===== src/rtl/core/brfc_pkg.sv =====
// ----------------------------------------------------------------------------
// brfc_pkg
// constants and types shared by the boot reply frame checker modules
// ----------------------------------------------------------------------------
`timescale 1ns / 1ps
`default_nettype none

package brfc_pkg;

	// frame layout
	localparam logic [7:0] FRAME_HEADER      = 8'hEA;
	localparam logic [4:0] MAX_PAYLOAD       = 5'd16;
	localparam logic [4:0] POS_MAX           = 5'd31;
	localparam logic [5:0] MIN_ACK_BYTES     = 6'd5;
	localparam logic [5:0] MIN_VERSION_BYTES = 6'd8;
	localparam logic [5:0] CHECKSUM_OFFSET   = 6'd3;
	localparam logic [5:0] FRAME_OVERHEAD    = 6'd4;

	// byte positions of the fixed fields
	localparam logic [4:0] POS_HEADER = 5'd0;
	localparam logic [4:0] POS_SERIAL = 5'd1;
	localparam logic [4:0] POS_CMDLEN = 5'd2;
	localparam logic [4:0] POS_DATA0  = 5'd3;
	localparam logic [4:0] POS_DATA1  = 5'd4;
	localparam logic [4:0] POS_DATA2  = 5'd5;
	localparam logic [4:0] POS_DATA3  = 5'd6;

	// commands
	localparam logic [2:0] CMD_ACK     = 3'd0;
	localparam logic [2:0] CMD_VERSION = 3'd4;

	// status codes
	localparam logic [2:0] STATUS_ACK          = 3'd0;
	localparam logic [2:0] STATUS_VERSION      = 3'd1;
	localparam logic [2:0] STATUS_BAD_HEADER   = 3'd2;
	localparam logic [2:0] STATUS_TOO_SHORT    = 3'd3;
	localparam logic [2:0] STATUS_BAD_LENGTH   = 3'd4;
	localparam logic [2:0] STATUS_BAD_CHECKSUM = 3'd5;
	localparam logic [2:0] STATUS_MISMATCH     = 3'd6;

	// registered input byte handed to the evaluation stage
	typedef struct packed {
		logic       valid;
		logic       last;
		logic [7:0] data;
	} s1_t;

endpackage

`default_nettype wire


===== src/rtl/core/brfc_frame_eval.sv =====
// ----------------------------------------------------------------------------
// brfc_frame_eval
// frame state tracking, final checks and the result output register
// ----------------------------------------------------------------------------
`timescale 1ns / 1ps
`default_nettype none

module brfc_frame_eval #(
	parameter logic [4:0] MAX_PAYLOAD = brfc_pkg::MAX_PAYLOAD
) (
	input  wire logic           clk,
	input  wire logic           arst_n,
	input  wire logic           cfg_wr_en,
	input  wire logic [7:0]     cfg_wr_data,
	input  wire brfc_pkg::s1_t  s1,
	output logic                advance,
	output logic                out_valid,
	input  wire logic           out_ready,
	output logic                ack_ok,
	output logic                version_ok,
	output logic [31:0]         version_word,
	output logic [2:0]          status
);

	logic [7:0]  expected_serial_q;
	logic [4:0]  pos_q;
	logic [7:0]  xor_q;
	logic        header_q;
	logic [7:0]  serial_q;
	logic [7:0]  cmdlen_q;
	logic [31:0] lead_q;
	logic        ck_q;

	logic        header_n;
	logic [7:0]  serial_n;
	logic [7:0]  cmdlen_n;
	logic [31:0] lead_n;
	logic [7:0]  xor_n;
	logic        ck_n;
	logic [4:0]  pos_n;
	logic [4:0]  dlen;
	logic [2:0]  cmd;
	logic [5:0]  pos_w;
	logic [5:0]  total;
	logic [5:0]  ck_pos;
	logic [5:0]  need_bytes;
	logic        res_ack;
	logic        res_ver;
	logic [31:0] res_word;
	logic [2:0]  res_status;

	logic        out_valid_q;
	logic        ack_q;
	logic        ver_q;
	logic [31:0] word_q;
	logic [2:0]  status_q;

	// byte moves on unless it is final and the result register is blocked
	assign advance = s1.valid && (!s1.last || !out_valid_q || out_ready);

	// expected serial register
	always_ff @(posedge clk or negedge arst_n) begin
		if (!arst_n) begin
			expected_serial_q <= 8'd0;
		end else if (cfg_wr_en) begin
			expected_serial_q <= cfg_wr_data;
		end
	end

	// field capture by position
	always_comb begin
		header_n = header_q;
		serial_n = serial_q;
		cmdlen_n = cmdlen_q;
		lead_n   = lead_q;
		case (pos_q)
			brfc_pkg::POS_HEADER: header_n = (s1.data == brfc_pkg::FRAME_HEADER);
			brfc_pkg::POS_SERIAL: serial_n = s1.data;
			brfc_pkg::POS_CMDLEN: cmdlen_n = s1.data;
			brfc_pkg::POS_DATA0:  lead_n[7:0]   = s1.data;
			brfc_pkg::POS_DATA1:  lead_n[15:8]  = s1.data;
			brfc_pkg::POS_DATA2:  lead_n[23:16] = s1.data;
			brfc_pkg::POS_DATA3:  lead_n[31:24] = s1.data;
			default: ;
		endcase
	end

	// running xor and checksum compare
	assign dlen   = cmdlen_n[4:0];
	assign cmd    = cmdlen_n[7:5];
	assign pos_w  = {1'b0, pos_q};
	assign ck_pos = {1'b0, dlen} + brfc_pkg::CHECKSUM_OFFSET;

	always_comb begin
		xor_n = xor_q;
		ck_n  = ck_q;
		if (pos_q >= brfc_pkg::POS_DATA0 && pos_w == ck_pos) begin
			ck_n = (s1.data == xor_q);
		end else if (pos_q < brfc_pkg::POS_DATA0 || pos_w < ck_pos) begin
			xor_n = xor_q ^ s1.data;
		end
	end

	// saturating byte count
	assign pos_n = (pos_q == brfc_pkg::POS_MAX) ? pos_q : pos_q + 5'd1;

	// final checks, first failure wins
	assign total      = pos_w + 6'd1;
	assign need_bytes = {1'b0, dlen} + brfc_pkg::FRAME_OVERHEAD;

	always_comb begin
		res_ack    = 1'b0;
		res_ver    = 1'b0;
		res_word   = 32'd0;
		res_status = brfc_pkg::STATUS_MISMATCH;
		if (!header_n) begin
			res_status = brfc_pkg::STATUS_BAD_HEADER;
		end else if (total < brfc_pkg::MIN_ACK_BYTES) begin
			res_status = brfc_pkg::STATUS_TOO_SHORT;
		end else if (dlen > MAX_PAYLOAD || need_bytes > total) begin
			res_status = brfc_pkg::STATUS_BAD_LENGTH;
		end else if (!ck_n) begin
			res_status = brfc_pkg::STATUS_BAD_CHECKSUM;
		end else if (cmd == brfc_pkg::CMD_ACK) begin
			if (serial_n == expected_serial_q && lead_n[7:0] == 8'd0) begin
				res_status = brfc_pkg::STATUS_ACK;
				res_ack    = 1'b1;
			end
		end else if (cmd == brfc_pkg::CMD_VERSION) begin
			if (total < brfc_pkg::MIN_VERSION_BYTES) begin
				res_status = brfc_pkg::STATUS_TOO_SHORT;
			end else if (serial_n == expected_serial_q) begin
				res_status = brfc_pkg::STATUS_VERSION;
				res_ver    = 1'b1;
				res_word   = lead_n;
			end
		end
	end

	// frame state, cleared after the final byte
	always_ff @(posedge clk or negedge arst_n) begin
		if (!arst_n) begin
			pos_q    <= 5'd0;
			xor_q    <= 8'd0;
			header_q <= 1'b0;
			serial_q <= 8'd0;
			cmdlen_q <= 8'd0;
			lead_q   <= 32'd0;
			ck_q     <= 1'b0;
		end else if (advance) begin
			if (s1.last) begin
				pos_q    <= 5'd0;
				xor_q    <= 8'd0;
				header_q <= 1'b0;
				serial_q <= 8'd0;
				cmdlen_q <= 8'd0;
				lead_q   <= 32'd0;
				ck_q     <= 1'b0;
			end else begin
				pos_q    <= pos_n;
				xor_q    <= xor_n;
				header_q <= header_n;
				serial_q <= serial_n;
				cmdlen_q <= cmdlen_n;
				lead_q   <= lead_n;
				ck_q     <= ck_n;
			end
		end
	end

	// result valid flag
	always_ff @(posedge clk or negedge arst_n) begin
		if (!arst_n) begin
			out_valid_q <= 1'b0;
		end else if (advance && s1.last) begin
			out_valid_q <= 1'b1;
		end else if (out_ready) begin
			out_valid_q <= 1'b0;
		end
	end

	// result payload
	always_ff @(posedge clk) begin
		if (advance && s1.last) begin
			ack_q    <= res_ack;
			ver_q    <= res_ver;
			word_q   <= res_word;
			status_q <= res_status;
		end
	end

	assign out_valid    = out_valid_q;
	assign ack_ok       = ack_q;
	assign version_ok   = ver_q;
	assign version_word = word_q;
	assign status       = status_q;

endmodule

`default_nettype wire


===== config.mk =====
export PLATFORM = sky130hd
export DESIGN_NAME = brfc_frame_eval
export DESIGN_NICKNAME = d
export VERILOG_FILES = /design/src/rtl/core/brfc_pkg.sv /design/src/rtl/core/brfc_frame_eval.sv
export SDC_FILE = /design/constraint.sdc
export NUM_CORES = 1
export LEC_CHECK = 0
export BUFFER_PORTS_ARGS = -buffer_cell sky130_fd_sc_hd__buf_2
export CAP_MARGIN = 10
export CORE_MARGIN = 4
export CORE_UTILIZATION = 58
export CTS_CLUSTER_DIAMETER = 40
export CTS_CLUSTER_SIZE = 14
export DETAILED_ROUTE_END_ITERATION = 12
export GPL_ROUTABILITY_DRIVEN = 1
export GPL_TIMING_DRIVEN = 0
export PLACE_DENSITY = 0.79
export SLEW_MARGIN = 10
export SYNTH_ARGS = -nofsm -noshare
export SYNTH_HDL_FRONTEND = slang
export SYNTH_SLANG_ARGS = --single-unit

===== constraint.sdc =====
create_clock -name clk -period 5.3 [get_ports clk]
set_clock_uncertainty 0.2 [all_clocks]
set_input_delay 0 -clock clk [delete_from_list [all_inputs] [get_ports clk]]
set_output_delay 0 -clock clk [all_outputs]
set_load 0.02 [all_outputs]

Word level (Yosys, flattened, before mapping)
Cells that the tools add are included.
{ "word_totals": {"output_inout_bits": 39, "regBits": 109, "in_bits": 22, "elab_cells": 96} }
{ "op_classes": {"n_addsub": 4, "n_bitwise": 6, "magnitude_cmp": 7, "n_eq_ne": 14, "n_reduce_logical": 21, "mux": 30} }
{ "ops": {"columns": ["operator", "count"], "rows": [
  ["two-way mux 8 bit", 11],
  ["two-way mux 32 bit", 1],
  ["two-way mux 3 bit", 7],
  ["equality test 8 bit", 2],
  ["equality test 5 x 3 -> 1 bit (second input constant)", 3],
  ["equality test 5 x 2 -> 1 bit (second input constant)", 2],
  ["two-way mux 5 bit", 2],
  ["two-way mux 1 bit", 9],
  ["equality test 8 bit (second input constant)", 1],
  ["logical NOT 8 bit", 1],
  ["OR reduction 8 bit", 1],
  ["XOR 8 bit", 1],
  ["OR reduction 7 bit", 1],
  ["adder 5 x 1 -> 6 bit (second input constant)", 1],
  ["adder 5 x 2 -> 6 bit (second input constant)", 1],
  ["adder 5 x 3 -> 6 bit (second input constant)", 1],
  ["equality test 5 x 6 -> 1 bit", 1],
  ["greater-than comparator 6 bit", 1],
  ["less-than comparator 5 x 6 -> 1 bit", 1],
  ["less-than comparator 6 x 3 -> 1 bit (second input constant)", 1],
  ["less-than comparator 6 x 4 -> 1 bit (second input constant)", 1],
  ["adder 5 x 1 -> 5 bit (second input constant)", 1],
  ["equality test 5 x 1 -> 1 bit (second input constant)", 1],
  ["equality test 5 bit (second input constant)", 1],
  ["other kinds (16)", 29]
]} }

Longest topological paths before layout
{ "depth": {"word_depth": 10, "ltp_mapped": 17, "mapped_depth_nobuf": 15} }

Least setup slack after synthesis
No wires, ideal clock.
{ "synth_path": {"path_type": "register to register", "startpoint": "register pos_q[0]", "endpoint": "register word_q[0] (netlist: version_word[0]) (data pin)", "n_path_buf": 2, "path_stages_with_launch": 17, "period_less_slack_ns": 4.128, "arrival_ns": 3.757, "setup_time_ns": 0.171, "required_ns": 4.929, "slack_ns": 1.172, "cell_sequence": "dfrtp_1 > inv_1 > ha_1 > nor4b_4 > clkbuf_1 > mux2i_1 > inv_1 > ha_1 > nand2b_1 > xnor2_1 > ha_1 > and3_1 > o2111ai_1 > o41ai_2 > o211ai_4 > buf_6 > nor4_2"} }
{ "synth_between": {"elab_chain_cells": 8, "word_cells_on_any_way": 28, "classes_between": "add/sub (3); order compare (5); eq/ne (6); mux (5); bitwise (4); reduce/logical (5)"} }
{ "synth_lines": {"columns": ["element", "line", "text"], "rows": [
  ["start: declaration", "brfc_frame_eval.sv:26", "logic [4:0] pos_q;"],
  ["start signal: assignment", "brfc_frame_eval.sv:160", "pos_q <= pos_n;"],
  ["parallel branches: the longest is 8 deep, another holds adder 5 x 3 -> 6 bit", null, null],
  ["end signal: assignment", "brfc_frame_eval.sv:187", "word_q <= res_word;"],
  ["end: declaration", "brfc_frame_eval.sv:55", "logic [31:0] word_q;"]
]} }
Several ways; the timed one is not identified.
A chain may end at the register's enable or synchronous reset.

Worst setup path in the final report
{ "layout_path": {"startpoint": "register pos_q[0]", "endpoint": "register word_q[31] (netlist: version_word[31]) (data pin)"} }
The elaborated chain is that of the path after synthesis.

==> flow_summary.json <==
{
  "yosysTopAreaCell": "dfrtp_1",
  "place_hpwl_um": 10700,
  "ys_seq_elements": 109,
  "first_pass_iters": 8,
  "synth_top_family_by_area": "simple AND/OR/NAND/NOR gates",
  "internal_power_mw": 1.41,
  "synth_xor_area_share_pct": 3.21,
  "grt_max_degree": 46,
  "cp_max_fo": 10,
  "drive_gt1_share_pct": 15.3,
  "synth_nets": 605,
  "fillCellCount": 744,
  "core.rowCount": 36,
  "yosys.area_share.simple_pct": 17.0,
  "worstMarginPinSlew_ns": 0.976,
  "synth_ff_type": "dfrtp_1",
  "synthAdderAreaFrac_pct": 3.75,
  "status": "complete, no violations",
  "overflow": 0,
  "async_reset_ff_share_pct": 66.1,
  "p_sw_share_pct": 33.4,
  "nets": 700,
  "numPlacedInstances": 751,
  "pwr-share-clk_pct": 22.4,
  "grt_pass1_vias": 4846,
  "syn_to_final_growth_pct": 16.2,
  "clock_path_buffers": 2,
  "fin_crit_ns": 4.93,
  "synthMuxAreaShare_pct": 5.67,
  "p_per_area_mw_per_mm2": 304,
  "yosysUniqueCellTypes": 53,
  "synthCells": 565,
  "drc": 0,
  "grt_usage_pct": 26.3,
  "numCtsBuffers": 9,
  "maxCapViolations": 0,
  "final_cells": 798,
  "setup_viol": 0,
  "switching_power_uw": 708,
  "yosys.area.top_type_share_pct": 30.0,
  "final-hold-violation-count": 0,
  "ioPinCount": 61,
  "antenna_found_initial": 0,
  "core_area_mm2": 0.00991,
  "timing.fmax_mhz": 203,
  "synth-compound-area-share_pct": 16.9,
  "clk_pin_slew_worst_paths_ns": 0.11,
  "portBuffers": 51,
  "drt_wl_total_um": 15100,
  "max_slew_margin_pct": 34.0,
  "max_stage_delay_ns": 0.59,
  "synth_most_common_cell": "dfrtp_1",
  "synth-edff-count": 37,
  "die_x_um": 110,
  "path_cells": "inv_1 -> ha_1 -> nor4b_4 -> buf_4 -> mux2i_1 -> inv_1 -> ha_1 -> nand2b_1 -> xnor2_1 -> ha_1 -> and3_1 -> o2111ai_1 -> o41ai_2 -> o211ai_4 -> buf_6 -> nor4_1",
  "critPathArrivalTime_ns": 4.89,
  "p_comb_share_pct": 28.4,
  "cp.required_ns": 5.26,
  "fp.dieArea_mm2": 0.0120,
  "multi_input_area_mm2": 0.00279,
  "cts.htree.levels": 3,
  "p_seq_share_pct": 49.2,
  "regArea_mm2": 0.00291,
  "ant_nets": 0,
  "die_h_um": 110,
  "start_util_pct": 60.5,
  "clock-sinks": 109,
  "hold_class": "in -> reg",
  "path_class": "reg -> reg",
  "ys_top_cells_by_count": "dfrtp_1 (72), clkbuf_1 (42), nand2_1 (42)",
  "cp_common_cell": "ha_1",
  "slew_violations": 0,
  "power.total_mw": 2.12,
  "total_leakage_power_nw": 2.78,
  "min_period_over_period_pct": 93.0,
  "synth.yosys.warnings": 0,
  "wire_per_inst_um": 18.9,
  "synth_area_mm2": 0.00600,
  "drtIter0Drc": 486,
  "avgSynthCellArea_um2": 10.6,
  "n_antenna_cell": 0,
  "cts-root-buf": "clkbuf_8",
  "end_kind": "register",
  "via_count": 5079,
  "synth_area_leaders": "dfrtp_1 (30%), edfxtp_1 (19%), a32o_1 (4.8%)",
  "crit_path_top_delay_cell": "mux2i_1",
  "ys_seq_area_share_pct": 48.6,
  "start_kind": "register",
  "vdd_drop_max_mv": 0.170,
  "cts_tree": "built",
  "grt_pass1_wl_um": 24300,
  "worstSkewPairLatency_ns": 0.37,
  "vias_per_cell": 6.36,
  "place.gp.congestion": 0.907
}
## metal layers
metal	share of wire [%]	track usage [%]	vias to the layer above
li1	-	-	2314
met2	49	43.2	251
met1	41	36.0	2476
met5	0	0	-
met3	7.7	3.17	38
met4	2.4	9.62	0
## power by group through the flow
stage / Combinational [mW] / Clock [mW] / Sequential [mW]
floorplan: 0.415 / 0 / 1.05
global placement: 0.536 / 0 / 1.05
detailed placement: 0.565 / 0 / 1.06
CTS: 0.588 / 0.482 / 1.04
global route: 0.668 / 0.523 / 1.05
finish: 0.602 / 0.476 / 1.04
## path summary, 6_finish.rpt
| path | depth (start not counted) | startpoint | slack (ns) | to |
|---|---|---|---|---|
| worst max-delay path | 16 | pos_q[0] | 0.37 | version_word[31] |
| worst min-delay path | 3 | s1[8] | 0.02 | lead_q[17] |
| worst max register to register | 16 | pos_q[0] | 0.37 | version_word[31] |
| worst min register to register | 2 | lead_q[11] | 0.29 | lead_q[11] |
| max in group asynchronous | 4 | arst_n | 4.20 | lead_q[10] |
| min in group asynchronous | 4 | arst_n | 0.45 | expected_serial_q[5] |
## per-stage QoR
stage,worst slack [ns],TNS (ns),utilization [%],instance area (um2),hold slack [ns]
global placement,0.474,0,64.8,6420,0.00806
floorplan,1.17,0,-,6000,-0.496
global route,-0.0201,-0.0201,70.4,6970,0.0663
detailed placement,0.321,0,65.4,6480,-0.252
finish,0.371,0,70.4,6970,0.0239
CTS,0.281,0,70.2,6950,0.00979
## kinds of logic (layout without fill, tap and decap cells)
group | Yosys count | in the layout
flops | 109 | 109
simple gates | 172 | 172
mux | 33 | 33
compound gates | 140 | 140
fa+ha+maj | 18 | 18
buf+inv | 71 | 171
xor+xnor | 22 | 22
## critical path, delay by kind of cell, from the launching register on
family | cells | cell delay [ns]
AO/OA/AOI/OAI | 3 | 0.95
XOR/XNOR | 1 | 0.08
adder cells (fa/ha/maj) | 3 | 0.77
buffers and inverters | 4 | 0.65
AND/OR/NAND/NOR | 4 | 1.04
flip-flops | 1 | 0.45
multiplexers | 1 | 0.59
## state kept, by name, summed over array words and instances, names as in the netlist
signal and cells:
lead_q 32, version_word 32, cmdlen_q 8, expected_serial_q 8, serial_q 8, xor_q 8
pos_q 5, status 3, ack_ok 1, ck_q 1, header_q 1, out_valid 1
version_ok 1
## layout by cell type, fill, tap and decap left out, types with 4 or more instances in the layout
| master | Yosys | routed |
|---|---|---|
| xor2_1 | 4 | 4 |
| mux2_2 | 8 | 8 |
| dlygate4sd3_1 | 0 | 27 |
| nor2_1 | 18 | 18 |
| o21ai_0 | 35 | 35 |
| buf_4 | 0 | 4 |
| edfxtp_1 | 37 | 37 |
| nor3b_1 | 5 | 5 |
| buf_2 | 5 | 55 |
| xnor2_1 | 18 | 18 |
| nand2_1 | 42 | 42 |
| nand3_1 | 7 | 7 |
| mux2i_1 | 25 | 25 |
| inv_1 | 21 | 21 |
| nor4_2 | 10 | 10 |
| o2111ai_1 | 4 | 4 |
| and3_1 | 4 | 4 |
| a22o_1 | 10 | 10 |
| a21oi_1 | 21 | 21 |
| nor4_1 | 26 | 26 |
| nor2b_1 | 28 | 28 |
| a32o_1 | 29 | 29 |
| clkbuf_8 | 0 | 9 |
| ha_1 | 18 | 18 |
| nor3_1 | 9 | 9 |
| dfrtp_1 | 72 | 72 |
| clkbuf_1 | 42 | 43 |
| nand2b_1 | 8 | 8 |
| a31oi_1 | 16 | 16 |
## layout make-up
type / count / share of cell area [%]
buffer: 50 / 3.10
clock buffer: 10 / 1.83
clock inverter: 6 / 0.789
inverter: 21 / 1.13
multi-input combinational: 385 / 40.0
sequential: 109 / 41.8
tap: 133 / 2.39
timing repair buffer: 84 / 8.97
## what timing repair did
item                                    4_1_cts  5_1_grt
hold buffers                                 28        0
hold endpoints to repair                     87        0
endpoints found under the setup margin        0       26
gates resized for setup                       0        0
buffers inserted                              0        3
Note: power is estimated with default switching activity, not from simulation.
